--- src/sv/assert_macros.svh ---
// Assertion macros shared by the priority queue RTL.
// Included by modules that check their own invariants; no other dependencies.
`ifndef ASSERT_MACROS_SVH
`define ASSERT_MACROS_SVH

`ifndef SYNTHESIS
// Check a property on every rising clock edge outside reset.
`define MPQ_ASSERT(lbl, clk, rstn, prop) \
  lbl: assert property (@(posedge clk) disable iff (!rstn) prop) \
    else $error("mpq assertion failed");
// Check a property on every rising clock edge, reset included.
`define MPQ_ASSERT_ALWAYS(lbl, clk, prop) \
  lbl: assert property (@(posedge clk) prop) \
    else $error("mpq assertion failed");
`else
`define MPQ_ASSERT(lbl, clk, rstn, prop)
`define MPQ_ASSERT_ALWAYS(lbl, clk, prop)
`endif

`endif

--- src/sv/mpq_pkg.sv ---
// Types and constants of the max priority queue.
// Used by mpq_cell, max_priority_queue_unit and the testbench; no dependencies.
`timescale 1ns / 1ps

package mpq_pkg;

  localparam int unsigned ValueW = 32;
  localparam int unsigned OccW   = 11;

  // Command codes
  localparam logic CmdInsert = 1'b0;
  localparam logic CmdRemove = 1'b1;

  // Status codes
  localparam logic [1:0] StatusDone  = 2'd0;
  localparam logic [1:0] StatusFull  = 2'd1;
  localparam logic [1:0] StatusEmpty = 2'd2;

  // What one cell shows its neighbors
  typedef struct packed {
    logic                     valid;
    logic                     keep;   // holds a value >= the one being inserted
    logic signed [ValueW-1:0] value;
  } mpq_link_t;

  // Operation broadcast to every cell
  typedef struct packed {
    logic                     ins;
    logic                     rem;
    logic signed [ValueW-1:0] value;
  } mpq_ctrl_t;

endpackage

--- src/sv/mpq_cell.sv ---
// One cell of the sorted register chain: holds one entry and its valid bit.
// Depends on mpq_pkg for the link and control structs.
`timescale 1ns / 1ps

module mpq_cell (
  input  logic              clk_i,
  input  logic              rst_ni,
  input  mpq_pkg::mpq_ctrl_t ctrl_i,
  input  mpq_pkg::mpq_link_t left_i,
  input  mpq_pkg::mpq_link_t right_i,
  output mpq_pkg::mpq_link_t link_o
);

  logic                              valid_q, valid_d;
  logic signed [mpq_pkg::ValueW-1:0] value_q, value_d;
  logic                              keep;

  // Keep own entry on insert when it is not smaller than the new item
  assign keep = valid_q && ($signed(value_q) >= $signed(ctrl_i.value));

  assign link_o.valid = valid_q;
  assign link_o.keep  = keep;
  assign link_o.value = value_q;

  // Insert: keep, take the new item, or shift in the left neighbor.
  // Remove: shift in the right neighbor.
  always_comb begin
    valid_d = valid_q;
    value_d = value_q;
    if (ctrl_i.ins) begin
      if (!keep) begin
        valid_d = valid_q | left_i.valid;
        value_d = left_i.keep ? ctrl_i.value : left_i.value;
      end
    end else if (ctrl_i.rem) begin
      valid_d = right_i.valid;
      value_d = right_i.value;
    end
  end

  always_ff @(posedge clk_i or negedge rst_ni) begin
    if (!rst_ni) begin
      valid_q <= 1'b0;
    end else begin
      valid_q <= valid_d;
    end
  end

  // Entry payload needs no reset
  always_ff @(posedge clk_i) begin
    value_q <= value_d;
  end

endmodule

--- config.mk ---
export PLATFORM = sky130hd
export DESIGN_NAME = mpq_cell
export DESIGN_NICKNAME = d
export VERILOG_FILES = /design/src/sv/assert_macros.svh /design/src/sv/mpq_pkg.sv /design/src/sv/mpq_cell.sv
export SDC_FILE = /design/constraint.sdc
export NUM_CORES = 1
export LEC_CHECK = 0
export BUFFER_PORTS_ARGS = -buffer_cell sky130_fd_sc_hd__buf_4
export CORE_AREA = 2 2 78 80
export DETAILED_ROUTE_END_ITERATION = 10
export DIE_AREA = 0 0 80 82
export PLACE_DENSITY = 0.83
export RECOVER_POWER = 25
export SLEW_MARGIN = 10
export SYNTH_ARGS = -nofsm -noshare
export SYNTH_HDL_FRONTEND = slang
export SYNTH_SLANG_ARGS = --single-unit
--- constraint.sdc ---
create_clock -name clk_i -period 5.6 [get_ports clk_i]
set_clock_uncertainty 0.2 [all_clocks]
set_input_delay 0.84 -clock clk_i [delete_from_list [all_inputs] [get_ports clk_i]]
set_output_delay 0.84 -clock clk_i [all_outputs]
set_load 0.01 [all_outputs]
=== After elaboration in Yosys (flattened, before gate mapping) ===
Cells that the tools add are included.

* Register bits: 33

* Eq/ne operators: 1
* Bitwise operators: 1
* Magnitude comparators: 1
* Muxes and demuxes: 7
* Reductions and logical operators: 3

{| class="wikitable"
|+ Operators by type and width
! kind !! count
|-
| two-way mux 32 bit || 4
|-
| >= comparator 32 bit || 1
|-
| two-way mux 1 bit || 3
|-
| != test 2 bit (second input constant) || 1
|-
| AND reduction 2 bit || 1
|-
| nonzero test 2 bit || 1
|-
| logical AND 1 bit || 1
|-
| bitwise OR 1 bit || 1
|}

=== Logic depth before layout (Yosys ltp) ===
* Word-level depth: 4
* Mapped depth: 9
* Gate-level depth less buffers: 8

=== Worst setup path before layout ===
Ideal clock, no wire load.

* Kind: input to register
* Start point: in ctrl_i[1] (netlist bit)
* End point: reg value_q[0] (netlist bit), enable pin
* Arrival time: 3.773 ns
* Path buffers: 0
* Library setup time: 0.436 ns
* Cell stages on the path: 8
* Setup slack: 1.191 ns
* Path through: inv_1 -> ha_1 -> nor2b_1 -> o211ai_1 -> a2111oi_0 -> a2111oi_0 -> o21ai_0 -> o221ai_1

* Cells in the longest elaborated chain, start to end: 4

{| class="wikitable"
|+ Ends and longest elaborated chain
! what !! RTL line !! source
|-
| start: declaration || mpq_cell.sv:8 || <nowiki>input mpq_pkg::mpq_ctrl_t ctrl_i,</nowiki>
|-
| >= comparator 32 bit || mpq_cell.sv:19 || <nowiki>assign keep = valid_q && ($signed(value_q) >= $signed(ctrl_i.value));</nowiki>
|-
| logical AND 1 bit || mpq_cell.sv:19 ||
|-
| != test 2 bit (no source line) || - ||
|-
| AND reduction 2 bit (no source line) || - ||
|-
| end signal: assignment || mpq_cell.sv:51 || <nowiki>value_q <= value_d;</nowiki>
|-
| end: declaration || mpq_cell.sv:15 || <nowiki>logic signed [mpq_pkg::ValueW-1:0] value_q, value_d;</nowiki>
|}

No other way between the ends.
A chain may end at the register's enable or synchronous reset.

==> qor.yml <==
run_status:
  status: "complete, but fails checks"
  violations: "capacitance limit, slew limit"
logic_synthesis:
  syn_nets: 396
  mappedNetlistArea_um2: 2500
  synthArstFlopShare: 0.0303
  synth_edf_count: 32
  synth_compound_area_frac: 0.144
  synth-simple-area-share: 0.0951
  ys_top_cells_by_count: "a21oi_1 (44), nor2_1 (35), inv_1 (33)"
  ys_warn_count: 0
  synth_mux_area_frac: 0.133
  yosys.area.top_type_share: 0.385
  synth_largest_area_cell: "edfxtp_1"
  synthFlopType: "edfxtp_1"
  synth_most_common_cell: "a21oi_1"
  ys_types: 29
  avgSynthCellArea_um2: 9.61
  synth_xor_area_frac: 0
  ys_top_cells_by_area: "edfxtp_1 (38%), ha_1 (16%), mux2i_1 (13%), a21oi_1 (8.8%), nor2_1 (5.3%)"
  synth_fa_ha_area_frac: 0.160
  synth-seq-area-share: 0.395
  synth_seq_cells: 33
  syn_inst: 260
  synth_top_family_by_area: "adder cells"
power:
  p_sw_frac: 0.295
  comb_power_share: 0.347
  power.leakage_nw: 1.83
  clkPwrFrac: 0.223
  p_seq_frac: 0.429
  switchingPower_mw: 0.226
  ir_drop_mv: 0.135
  p_int_mw: 0.542
  power_mw: 0.768
  pwr_density_cell_nw_per_um2: 211
cells_and_area:
  fin_nets: 526
  final_area_um2: 3650
  diodes: 0
  layout-drive-gt1-share: 0.366
  utilization: 0.635
  area_growth_pct: 46.0
  fillerInstances: 497
placed_design:
  preCtsSetupSlack_ns: 1.54
  dp_hpwl_um: 5220
  postPlaceCellArea_um2: 3570
  portBuffers: 136
  gp_congestion: 0.758
drt:
  drc_errors: 0
  wl_met1_um: 2460
  via_count: 2345
  dr.pass1.iters: 4
  ant_nets: 0
  dr_wl_met3_um: 628
  routed.top_layer: "met4"
  routed_wl_um: 6430
  wire_per_inst_um: 13.8
  via_per_inst: 5.03
  drtIter0Drc: 56
  met2_length_um: 3250
timing:
  fin_crit_sh: 0.693
  hold_viol: 0
  tns_ns: 0
  slew_viol_final: 33
  rsz0062_at_grt: "no"
  slew_headroom: -0.529
  max_freq_mhz: 258
  finalSetupViolCount: 0
  final.setup.worst_slack_ns: 1.72
  worstMarginPinSlew_ns: 2.29
  min_period_ns: 3.88
clock_tree:
  cts_resized: 0
  worstSkewPairLatency_ns: 0.28
  cts_sinks: 33
  clock_path_buffers: 2
  htree_num_levels: 2
  cts_hold_buf: 0
  cts_buffers: 5
  cts_tree: "built"
  clkTransAtPathRegs_ns: 0.07
  cts_setup_buffers: 0
  root_buffer: "clkbuf_8"
grt:
  overflow: 0
  grt_max_degree: 69
  antenna_found_initial: 0
  grt_pass1_vias: 2270
  grt_pass1_wl_um: 9890
  grt_use_total: 0.195
floorplanning:
  die-area_um2: 6560
  design.portCount: 138
  start_util: 0.435
  die_w_um: 80
  rows: 28
  die_y_um: 82
  design.core.area_um2: 5750
critical_path:
  worst-path-max-fanout: 3
  crit_type: "in2out"
  cp.required_ns: 4.56
  end_kind: "output port"
  arrival_ns: 2.84
  critPathLaunchType: "input port"
job:
  maxCapViolations: 1
hold_path:
  hold_class: "in2async"
through the flow:
| step | hold WS, ns | cells |
|---|---|---|
| 5_1_grt | 0.130 | 466 |
| 3_3_place_gp | 0.417 | 458 |
| 2_1_floorplan | 0.344 | 260 |
| 6_report | 0.141 | 466 |
| 3_5_place_dp | 0.417 | 458 |
| 4_1_cts | 0.110 | 466 |
path summary, 6_finish.rpt:
path                             from          end  slack [ns]  depth (start not counted)
min in group clk_i            valid_q      valid_q        0.48                          2
max                        ctrl_i[31]   link_o[32]        1.72                          9
min reg2reg                   valid_q      valid_q        0.48                          2
max reg2reg                value_q[1]  value_q[14]        2.18                          7
max in group asynchronous      rst_ni      valid_q        4.98                          1
min                            rst_ni      valid_q        0.14                          1
placed cells by master (no fill, tap or decap), drive strengths merged, types with 2 or more instances in the layout:
cell type,n
buf,134
a21oi,44
nor2,35
inv,33
mux2i,32
ha,32
edfxtp,32
clkbuf,10
nand4,7
nand2,4
a21o,4
o21ai,4
nand2b,3
nand3,2
o211ai,2
a2111oi,2
routing by layer:
metal,vias to the layer above,track usage
li1,1195,-
met1,1047,0.200
met2,95,0.378
met3,8,0.0637
met4,0,0.0525
met5,-,0
critical path: stages:
cell and delay [ns]:
buf_4 0.09, inv_1 0.04, ha_1 0.32, nand4_1 0.17
nor4_1 0.55, a221oi_2 0.15, a31oi_1 0.41, o21a_1 0.16
buf_4 0.12
sequential cells by signal (all words and copies together) (netlist names):
signal   flops
value_q     32
valid_q      1
cell families (layout without fill, tap and decap cells):
logic type,Yosys count,count (layout)
AO/OA/AOI/OAI,62,62
adder cells (fa/ha/maj),32,32
AND/OR/NAND/NOR,54,54
flip-flops,33,33
multiplexers,33,33
buffers and inverters,46,177
area by class of cell:
cell class | count | area, µm² | share of cell area
Tap cell | 75 | 93.8 | 0.0257
Inverter | 33 | 124 | 0.0340
Sequential cell | 33 | 986 | 0.270
Multi-Input combinational cell | 181 | 1350 | 0.369
Clock buffer | 8 | 80.1 | 0.0220
Timing Repair Buffer | 136 | 1020 | 0.279
power by group through the flow:
stage	Clock, mW	Combinational, mW	Sequential (mW)
5_1_grt	0.185	0.297	0.334
6_report	0.172	0.267	0.330
2_1_floorplan	0	0.121	0.348
3_3_place_gp	0	0.263	0.333
3_5_place_dp	0	0.269	0.336
4_1_cts	0.178	0.270	0.330
Note: power is estimated with default switching activity, not from simulation.
